## config.mk

```make
export PLATFORM = sky130hd
export DESIGN_NAME = simon_block_cipher
export DESIGN_NICKNAME = d
export VERILOG_FILES = /design/src/sbc_pkg.sv /design/src/simon_block_cipher.sv /design/src/sbc_ram.sv /design/src/sbc_ctrl.sv /design/src/sbc_dp.sv
export SDC_FILE = /design/constraint.sdc
export NUM_CORES = 2
export LEC_CHECK = 0
export BUFFER_PORTS_ARGS = -buffer_cell sky130_fd_sc_hd__buf_4
export CAP_MARGIN = 20
export CORE_MARGIN = 2
export CORE_UTILIZATION = 40
export CTS_CLUSTER_SIZE = 12
export DETAILED_ROUTE_END_ITERATION = 8
export GPL_TIMING_DRIVEN = 0
export PLACE_DENSITY = 0.63
export RECOVER_POWER = 25
export SYNTH_ARGS = -nofsm -noshare
export SYNTH_HDL_FRONTEND = slang
export SYNTH_SLANG_ARGS = --single-unit
```

## constraint.sdc

```tcl
create_clock -name clk -period 8.8 [get_ports clk]
set_input_delay 0.88 -clock clk [delete_from_list [all_inputs] [get_ports clk]]
set_output_delay 0.88 -clock clk [all_outputs]
set_load 0.005 [all_outputs]
```

## src/sbc_pkg.sv

```systemverilog
package sbc_pkg;

  localparam int ROUNDS    = 44;
  localparam int KEY_WORDS = 4;
  localparam int WORD_W    = 32;
  localparam int CNT_W     = $clog2(ROUNDS);
  localparam int KIDX_W    = $clog2(KEY_WORDS);
  localparam int CFG_IDX_W = 4;

  localparam logic [CNT_W-1:0] LAST_ROUND = CNT_W'(ROUNDS - 1);

  // Operation codes carried in the cmd field
  localparam logic CMD_ENCRYPT = 1'b0;
  localparam logic CMD_DECRYPT = 1'b1;

  // Round constant sequence z3, element 0 first
  localparam logic Z3_SEQ [0:61] = '{
    1'b1, 1'b1, 1'b0, 1'b1, 1'b1, 1'b0, 1'b1, 1'b1, 1'b1, 1'b0, 1'b1, 1'b0, 1'b1, 1'b1,
    1'b0, 1'b0, 1'b0, 1'b1, 1'b1, 1'b0, 1'b0, 1'b1, 1'b0, 1'b1, 1'b1, 1'b1, 1'b1, 1'b0,
    1'b0, 1'b0, 1'b0,
    1'b0, 1'b0, 1'b1, 1'b0, 1'b0, 1'b1, 1'b0, 1'b0, 1'b0, 1'b1, 1'b0, 1'b1, 1'b0, 1'b0,
    1'b1, 1'b1, 1'b1, 1'b0, 1'b0, 1'b1, 1'b1, 1'b0, 1'b1, 1'b0, 1'b0, 1'b0, 1'b0, 1'b1,
    1'b1, 1'b1, 1'b1
  };

  typedef struct packed {
    logic              cmd;
    logic [WORD_W-1:0] block_x;
    logic [WORD_W-1:0] block_y;
  } sbc_in_t;

  typedef struct packed {
    logic [WORD_W-1:0] out_x;
    logic [WORD_W-1:0] out_y;
  } sbc_out_t;

  typedef enum logic [2:0] {
    ST_IDLE,
    ST_EXPAND,
    ST_PREP,
    ST_RUN,
    ST_FINISH
  } sbc_state_t;

  // Controller to datapath commands
  typedef struct packed {
    logic              key_wr;
    logic [KIDX_W-1:0] key_idx;
    logic              load_blk;
    logic              exp_en;
    logic [CNT_W-1:0]  exp_cnt;
    logic              round_en;
    logic [CNT_W-1:0]  rk_addr;
    logic              load_out;
  } sbc_cmd_t;

  // Datapath to controller status
  typedef struct packed {
    logic mode;
  } sbc_sts_t;

  function automatic logic [WORD_W-1:0] rotl(input logic [WORD_W-1:0] v, input int n);
    rotl = (v << n) | (v >> (WORD_W - n));
  endfunction

  function automatic logic [WORD_W-1:0] rotr(input logic [WORD_W-1:0] v, input int n);
    rotr = (v >> n) | (v << (WORD_W - n));
  endfunction

  function automatic logic [WORD_W-1:0] round_f(input logic [WORD_W-1:0] a);
    round_f = (rotl(a, 1) & rotl(a, 8)) ^ rotl(a, 2);
  endfunction

endpackage

```

## src/simon_block_cipher.sv

```systemverilog
// Simon 64/128 block cipher, one round per clock from a round key RAM.
// An input transfer is followed by a registered key read, the 44 rounds and a
// result load, which waits while out_stall holds a prior result; a new item is
// taken only once the block is back in idle after that load.
// A key word write starts the key expansion; input and config are
// held off until it ends. Synchronous active-low reset clears the controller
// and key words; the round key store holds nothing until a key word is written.
module simon_block_cipher (
  input  logic                          clk,
  input  logic                          rst_n,
  input  logic                          in_valid,
  output logic                          in_stall,
  input  sbc_pkg::sbc_in_t              in_data,
  output logic                          out_valid,
  input  logic                          out_stall,
  output sbc_pkg::sbc_out_t             out_data,
  input  logic                          cfg_valid,
  output logic                          cfg_ready,
  input  logic [sbc_pkg::CFG_IDX_W-1:0] cfg_index,
  input  logic [sbc_pkg::WORD_W-1:0]    cfg_data
);

  import sbc_pkg::*;

  sbc_cmd_t cmd;
  sbc_sts_t sts;

  sbc_ctrl u_ctrl (
    .clk       (clk),
    .rst_n     (rst_n),
    .in_valid  (in_valid),
    .in_stall  (in_stall),
    .out_valid (out_valid),
    .out_stall (out_stall),
    .cfg_valid (cfg_valid),
    .cfg_ready (cfg_ready),
    .cfg_index (cfg_index),
    .sts       (sts),
    .cmd       (cmd)
  );

  sbc_dp u_dp (
    .clk      (clk),
    .rst_n    (rst_n),
    .in_data  (in_data),
    .out_data (out_data),
    .cfg_data (cfg_data),
    .cmd      (cmd),
    .sts      (sts)
  );

endmodule

```

## src/sbc_ram.sv

```systemverilog
module sbc_ram #(
  parameter int WIDTH = 32,
  parameter int DEPTH = 44
) (
  input  logic                     clk,
  input  logic                     we,
  input  logic [$clog2(DEPTH)-1:0] waddr,
  input  logic [WIDTH-1:0]         wdata,
  input  logic [$clog2(DEPTH)-1:0] raddr,
  output logic [WIDTH-1:0]         rdata_r
);

  logic [WIDTH-1:0] mem_r [DEPTH];

  // Write port
  always_ff @(posedge clk) begin
    if (we) begin
      mem_r[waddr] <= wdata;
    end
  end

  // Registered read port
  always_ff @(posedge clk) begin
    rdata_r <= mem_r[raddr];
  end

endmodule

```

## src/sbc_ctrl.sv

```systemverilog
module sbc_ctrl (
  input  logic                             clk,
  input  logic                             rst_n,
  input  logic                             in_valid,
  output logic                             in_stall,
  output logic                             out_valid,
  input  logic                             out_stall,
  input  logic                             cfg_valid,
  output logic                             cfg_ready,
  input  logic [sbc_pkg::CFG_IDX_W-1:0]    cfg_index,
  input  sbc_pkg::sbc_sts_t                sts,
  output sbc_pkg::sbc_cmd_t                cmd
);

  import sbc_pkg::*;

  sbc_state_t       state_r, state_nxt;
  logic [CNT_W-1:0] cnt_r, cnt_nxt;
  logic             out_valid_r, out_valid_nxt;
  logic [CNT_W-1:0] rd_idx;
  logic             key_hit;

  assign out_valid = out_valid_r;
  assign cfg_ready = (state_r == ST_IDLE);
  assign in_stall  = (state_r != ST_IDLE) || cfg_valid;
  assign key_hit   = cfg_valid && cfg_ready && (cfg_index < CFG_IDX_W'(KEY_WORDS));

  // Hold state, round counter and result flag
  always_ff @(posedge clk) begin
    if (!rst_n) begin
      state_r     <= ST_IDLE;
      cnt_r       <= '0;
      out_valid_r <= 1'b0;
    end else begin
      state_r     <= state_nxt;
      cnt_r       <= cnt_nxt;
      out_valid_r <= out_valid_nxt;
    end
  end

  // Next state and commands
  always_comb begin
    state_nxt     = state_r;
    cnt_nxt       = cnt_r;
    out_valid_nxt = out_valid_r;
    rd_idx        = '0;
    cmd           = '0;
    cmd.key_wr    = key_hit;
    cmd.key_idx   = cfg_index[KIDX_W-1:0];
    cmd.exp_cnt   = cnt_r;

    // Drop the result once transferred
    if (out_valid_r && !out_stall) begin
      out_valid_nxt = 1'b0;
    end

    case (state_r)
      ST_IDLE: begin
        cnt_nxt = '0;
        if (key_hit) begin
          state_nxt = ST_EXPAND;
        end else if (in_valid && !in_stall) begin
          cmd.load_blk = 1'b1;
          state_nxt    = ST_PREP;
        end
      end
      ST_EXPAND: begin
        cmd.exp_en = 1'b1;
        cnt_nxt    = cnt_r + 1'b1;
        if (cnt_r == LAST_ROUND) begin
          cnt_nxt   = '0;
          state_nxt = ST_IDLE;
        end
      end
      ST_PREP: begin
        rd_idx    = '0;
        state_nxt = ST_RUN;
      end
      ST_RUN: begin
        cmd.round_en = 1'b1;
        rd_idx       = cnt_r + 1'b1;
        cnt_nxt      = cnt_r + 1'b1;
        if (cnt_r == LAST_ROUND) begin
          cnt_nxt   = '0;
          state_nxt = ST_FINISH;
        end
      end
      ST_FINISH: begin
        if (!out_valid_r || !out_stall) begin
          cmd.load_out  = 1'b1;
          out_valid_nxt = 1'b1;
          state_nxt     = ST_IDLE;
        end
      end
      default: begin
        state_nxt = ST_IDLE;
      end
    endcase

    // Walk the round keys backward for decryption
    cmd.rk_addr = (sts.mode == CMD_DECRYPT) ? (LAST_ROUND - rd_idx) : rd_idx;
  end

endmodule

```

## src/sbc_dp.sv

```systemverilog
module sbc_dp (
  input  logic                           clk,
  input  logic                           rst_n,
  input  sbc_pkg::sbc_in_t               in_data,
  output sbc_pkg::sbc_out_t              out_data,
  input  logic [sbc_pkg::WORD_W-1:0]     cfg_data,
  input  sbc_pkg::sbc_cmd_t              cmd,
  output sbc_pkg::sbc_sts_t              sts
);

  import sbc_pkg::*;

  logic [WORD_W-1:0] key_r [KEY_WORDS];
  logic [WORD_W-1:0] win_r [KEY_WORDS];
  logic [WORD_W-1:0] x_r, x_nxt;
  logic [WORD_W-1:0] y_r, y_nxt;
  logic              mode_r;
  sbc_out_t          out_r;
  logic [WORD_W-1:0] rk;
  logic [WORD_W-1:0] exp_t;
  logic [WORD_W-1:0] exp_mix;
  logic [WORD_W-1:0] new_key;
  logic [CNT_W-1:0]  z_idx;

  assign sts.mode = mode_r;
  assign out_data = out_r;

  // Key word registers
  always_ff @(posedge clk) begin
    if (!rst_n) begin
      for (int i = 0; i < KEY_WORDS; i++) begin
        key_r[i] <= '0;
      end
    end else if (cmd.key_wr) begin
      key_r[cmd.key_idx] <= cfg_data;
    end
  end

  // Next round key: a key word while the count is below four, else from the last four
  always_comb begin
    z_idx   = cmd.exp_cnt - CNT_W'(KEY_WORDS);
    exp_t   = rotr(win_r[KEY_WORDS-1], 3) ^ win_r[1];
    exp_mix = exp_t ^ rotr(exp_t, 1);
    if (cmd.exp_cnt < CNT_W'(KEY_WORDS)) begin
      new_key = key_r[cmd.exp_cnt[KIDX_W-1:0]];
    end else begin
      new_key = ~win_r[0] ^ exp_mix ^ {{(WORD_W-1){1'b0}}, Z3_SEQ[z_idx]}
                ^ WORD_W'(3);
    end
  end

  // Advance the key window during expansion
  always_ff @(posedge clk) begin
    if (cmd.exp_en) begin
      for (int i = 0; i < KEY_WORDS - 1; i++) begin
        win_r[i] <= win_r[i+1];
      end
      win_r[KEY_WORDS-1] <= new_key;
    end
  end

  sbc_ram #(
    .WIDTH (WORD_W),
    .DEPTH (ROUNDS)
  ) u_rk_ram (
    .clk     (clk),
    .we      (cmd.exp_en),
    .waddr   (cmd.exp_cnt),
    .wdata   (new_key),
    .raddr   (cmd.rk_addr),
    .rdata_r (rk)
  );

  // One Feistel round
  always_comb begin
    if (mode_r == CMD_DECRYPT) begin
      x_nxt = y_r;
      y_nxt = x_r ^ round_f(y_r) ^ rk;
    end else begin
      x_nxt = y_r ^ round_f(x_r) ^ rk;
      y_nxt = x_r;
    end
  end

  // Hold the block halves, load on transfer, advance per round
  always_ff @(posedge clk) begin
    if (cmd.load_blk) begin
      x_r    <= in_data.block_x;
      y_r    <= in_data.block_y;
      mode_r <= in_data.cmd;
    end else if (cmd.round_en) begin
      x_r <= x_nxt;
      y_r <= y_nxt;
    end
  end

  // Result register
  always_ff @(posedge clk) begin
    if (cmd.load_out) begin
      out_r.out_x <= x_r;
      out_r.out_y <= y_r;
    end
  end

endmodule
```

==> results.sh <==
export IMPL_hold_class="in2reg"
export IMPL_fin_setup_tns_ps=0
export IMPL_die_area_sq_um=187000
export IMPL_timing_final_crit_share=0.694
export IMPL_grt_pass1_vias=40700
export IMPL_ctsRootBufferMaster="clkbuf_16"
export IMPL_clkLatencyLatePin_ps=810
export IMPL_cts_made_buffers=181
export IMPL_slowest_delay_ps=1930
export IMPL_crit_fanout=34
export IMPL_cts_buffer_depth=3
export IMPL_critPathArrivalTime_ps=6600
export IMPL_std_cell_rows=157
export IMPL_maxCapViolations=22
export IMPL_timing_rr_end="u_dp.win_r[3][20]"
export IMPL_drt_pass1_iter_count=8
export IMPL_port_buffer_count=171
export IMPL_critical_path_top_delay_family="buffers and inverters"
export IMPL_synth_edff_count=1793
export IMPL_p_per_area_nw_per_um2=214
export IMPL_antenna_found_initial=5
export IMPL_synth_cell_type_count=61
export IMPL_synth_top_flop_cell="edfxtp_1"
export IMPL_path_cells="clkbuf_1 > nand2b_1 > nor2_1 > clkbuf_1 > clkbuf_1 > buf_12"
export IMPL_final_hold_violation_count=0
export IMPL_postLayoutCoreUtil=0.466
export IMPL_hp_start="in_data[64]"
export IMPL_peakVddDrop_uv=164
export IMPL_start_util=0.402
export IMPL_grt_max_degree=65
export IMPL_crit_path_frequent_cell="clkbuf_1"
export IMPL_end_kind="register"
export IMPL_rsz0062_at_grt="no"
export IMPL_final_cell_mix="edfxtp_1 (1793), nand2_1 (698), xnor2_1 (229)"
export IMPL_wire_per_inst_um=27.0
export IMPL_whs_path_depth=1
export IMPL_rrSetupSlack_ps=2690
export IMPL_timing_rr_start="u_ctrl.state_r[0]"
export IMPL_layout_commonest_cell="edfxtp_1"
export IMPL_holdPathEnd="u_dp.sts"
export IMPL_max_slew_margin=-0.742
export IMPL_status="finished, violations left"
export IMPL_leakage_nw=27.9
export IMPL_fmax_ghz=0.164
export IMPL_path_buf_inv=4
export IMPL_violations="max-capacitance violations, max-slew violations"
export IMPL_cts_tree="yes"
export IMPL_dieWidth_um=432
export IMPL_tightest_slew_ps=2600
export IMPL_synth_nets=4580
export IMPL_die_height_um=432
export IMPL_cpMaxStageDelayCell="nor2_1"
export IMPL_gp_congestion=0.898
export IMPL_cts_resized=0
export IMPL_regArea_sq_um=54700
export IMPL_clk_pin_slew_ps=60
export IMPL_drive_gt1_frac=0.161
export IMPL_cts_sinks=1837
export IMPL_min_period_ps=6110
export IMPL_syn_avg_cell_area_sq_um=16.4
export IMPL_yosys_warnings=0
export IMPL_synth_area_sq_um=73300
export IMPL_grt_usage=0.213
export IMPL_fin_nets=5028
export IMPL_post_cts_setup_buffers=0
export IMPL_reg2reg_depth=6
export IMPL_hold_buffers=0
export IMPL_vias_per_cell=5.61
export IMPL_vias=41600
export IMPL_path_class="reg2reg"
export IMPL_finalSetupViolations=0
export IMPL_slew_violations=428
export IMPL_synthCells=4464
export IMPL_h_tree_depth=4
export IMPL_ios=173
export IMPL_grt_remaining_overflow=0
export IMPL_routed_wl_um=200000
export IMPL_grt_pass1_wl_um=286000
export IMPL_ys_seq_elements=1837
export IMPL_ant_nets=0
export IMPL_n_fill_cell=15400
export IMPL_finClkSkew_ps=36.9
export IMPL_multi_input_area_sq_um=17600
export IMPL_first_iter_violations=5338
export IMPL_ys_async_sr_fraction=0
export IMPL_area_delta_synth_final_pct=16.0
export IMPL_yosysSeqAreaShare=0.747
export IMPL_drc=0
export IMPL_dpl_hpwl_um=139000
export IMPL_critPathRequiredTime_ps=9290
export IMPL_fp_coreArea_sq_um=182000
export IMPL_start_kind="register"
metrics by stage:
stage | power (mW) | hold slack [ps] | setup slack, ps | instance area [sq um] | cells
floorplan | 10.8 | 400 | 2280 | 73300 | 4464
detailed placement | 11.3 | 406 | 3710 | 80200 | 7109
finish | 18.2 | 356 | 2690 | 85000 | 7403
CTS | 18.3 | 239 | 3680 | 85400 | 7396
global route | 18.7 | 330 | 2040 | 85000 | 7402
global placement | 11.2 | 402 | 96.4 | 77600 | 7020
registers in the layout, summed over array words and instances, names as in the netlist, named ones only:
| name | count |
|---|---|
| u_ctrl.cnt_r | 6 |
| u_ctrl.out_valid | 1 |
| u_ctrl.state_r | 3 |
| u_dp.key_r | 128 |
| u_dp.out_data | 64 |
| u_dp.sts | 1 |
| u_dp.u_rk_ram.mem_r | 1408 |
| u_dp.u_rk_ram.rdata_r | 32 |
| u_dp.win_r | 128 |
| u_dp.x_r | 32 |
| u_dp.y_r | 32 |
Yosys cell counts (5+ instances only):
cell type  count  area [sq um]
edfxtp_1    1793         53800
nand2_1      700          2630
xnor2_1      229          2010
mux4_2       194          4370
nor2_1       187           702
a21oi_1      167           836
nand3_1      159           796
mux2i_1      130          1300
clkbuf_1     125           469
and2_1       102           638
a32oi_1       96           841
buf_2         74           370
xor2_1        70           613
dfxtp_1       44           881
inv_1         38           143
and3_1        35           219
nand4_1       35           219
a211oi_1      31           233
a22o_1        31           272
a311oi_1      31           272
a31oi_1       29           181
o221ai_1      28           245
buf_1         21          78.8
buf_6         13           146
nor3_1        11          55.1
ha_1          10           125
nor2b_1       10          62.6
buf_12         7           140
o21ai_0        7          35.0
nand2b_1       6          37.5
a311oi_2       5          75.1
layout make-up:
| type | count | share of cell area |
|---|---|---|
| sequential | 1837 | 0.644 |
| multi-input combinational | 2343 | 0.207 |
| clock buffer | 247 | 0.0576 |
| timing repair buffer | 265 | 0.0366 |
| tap | 2385 | 0.0351 |
| buffer | 246 | 0.0147 |
| clock inverter | 40 | 0.00346 |
| inverter | 38 | 0.00168 |
| antenna | 2 | 0.0000589 |
cell families after synthesis:
group | share of synthesized area
buf+inv | 0.0191
fa+ha+maj | 0.00171
compound gates | 0.0429
flops | 0.747
simple gates | 0.0748
mux | 0.0784
xor+xnor | 0.0365
worst max-delay path by stage:
stage	start	to	slack [ps]	cells after the start
final	u_ctrl.state_r[0]	u_dp.win_r[3][20]	2690	6
after global routing	u_ctrl.state_r[0]	u_dp.win_r[0][21]	2040	6
after CTS	u_ctrl.cnt_r[1]	u_dp.u_rk_ram.rdata_r[24]	3680	11
after detailed placement	u_ctrl.cnt_r[1]	u_dp.u_rk_ram.rdata_r[24]	3710	11
after global placement	u_ctrl.state_r[0]	u_dp.win_r[2][14]	100	3
after floorplan	u_ctrl.state_r[0]	u_dp.win_r[0][0]	2280	3
metal layers:
layer	share of wire	track usage
met1	0.41	0.299
met2	0.46	0.331
met3	0.089	0.0380
met4	0.036	0.0792
met5	0.000095	0
power breakdown:
group | total, mW | leakage (nW) | internal (mW) | switching [mW]
combinational | 1.24 | 8.58 | 0.464 | 0.772
sequential | 9.87 | 16.8 | 9.76 | 0.113
clock | 7.06 | 2.52 | 3.90 | 3.16
total | 18.2 | 27.9 | 14.1 | 4.05
Power figures use the tool's default switching activity.
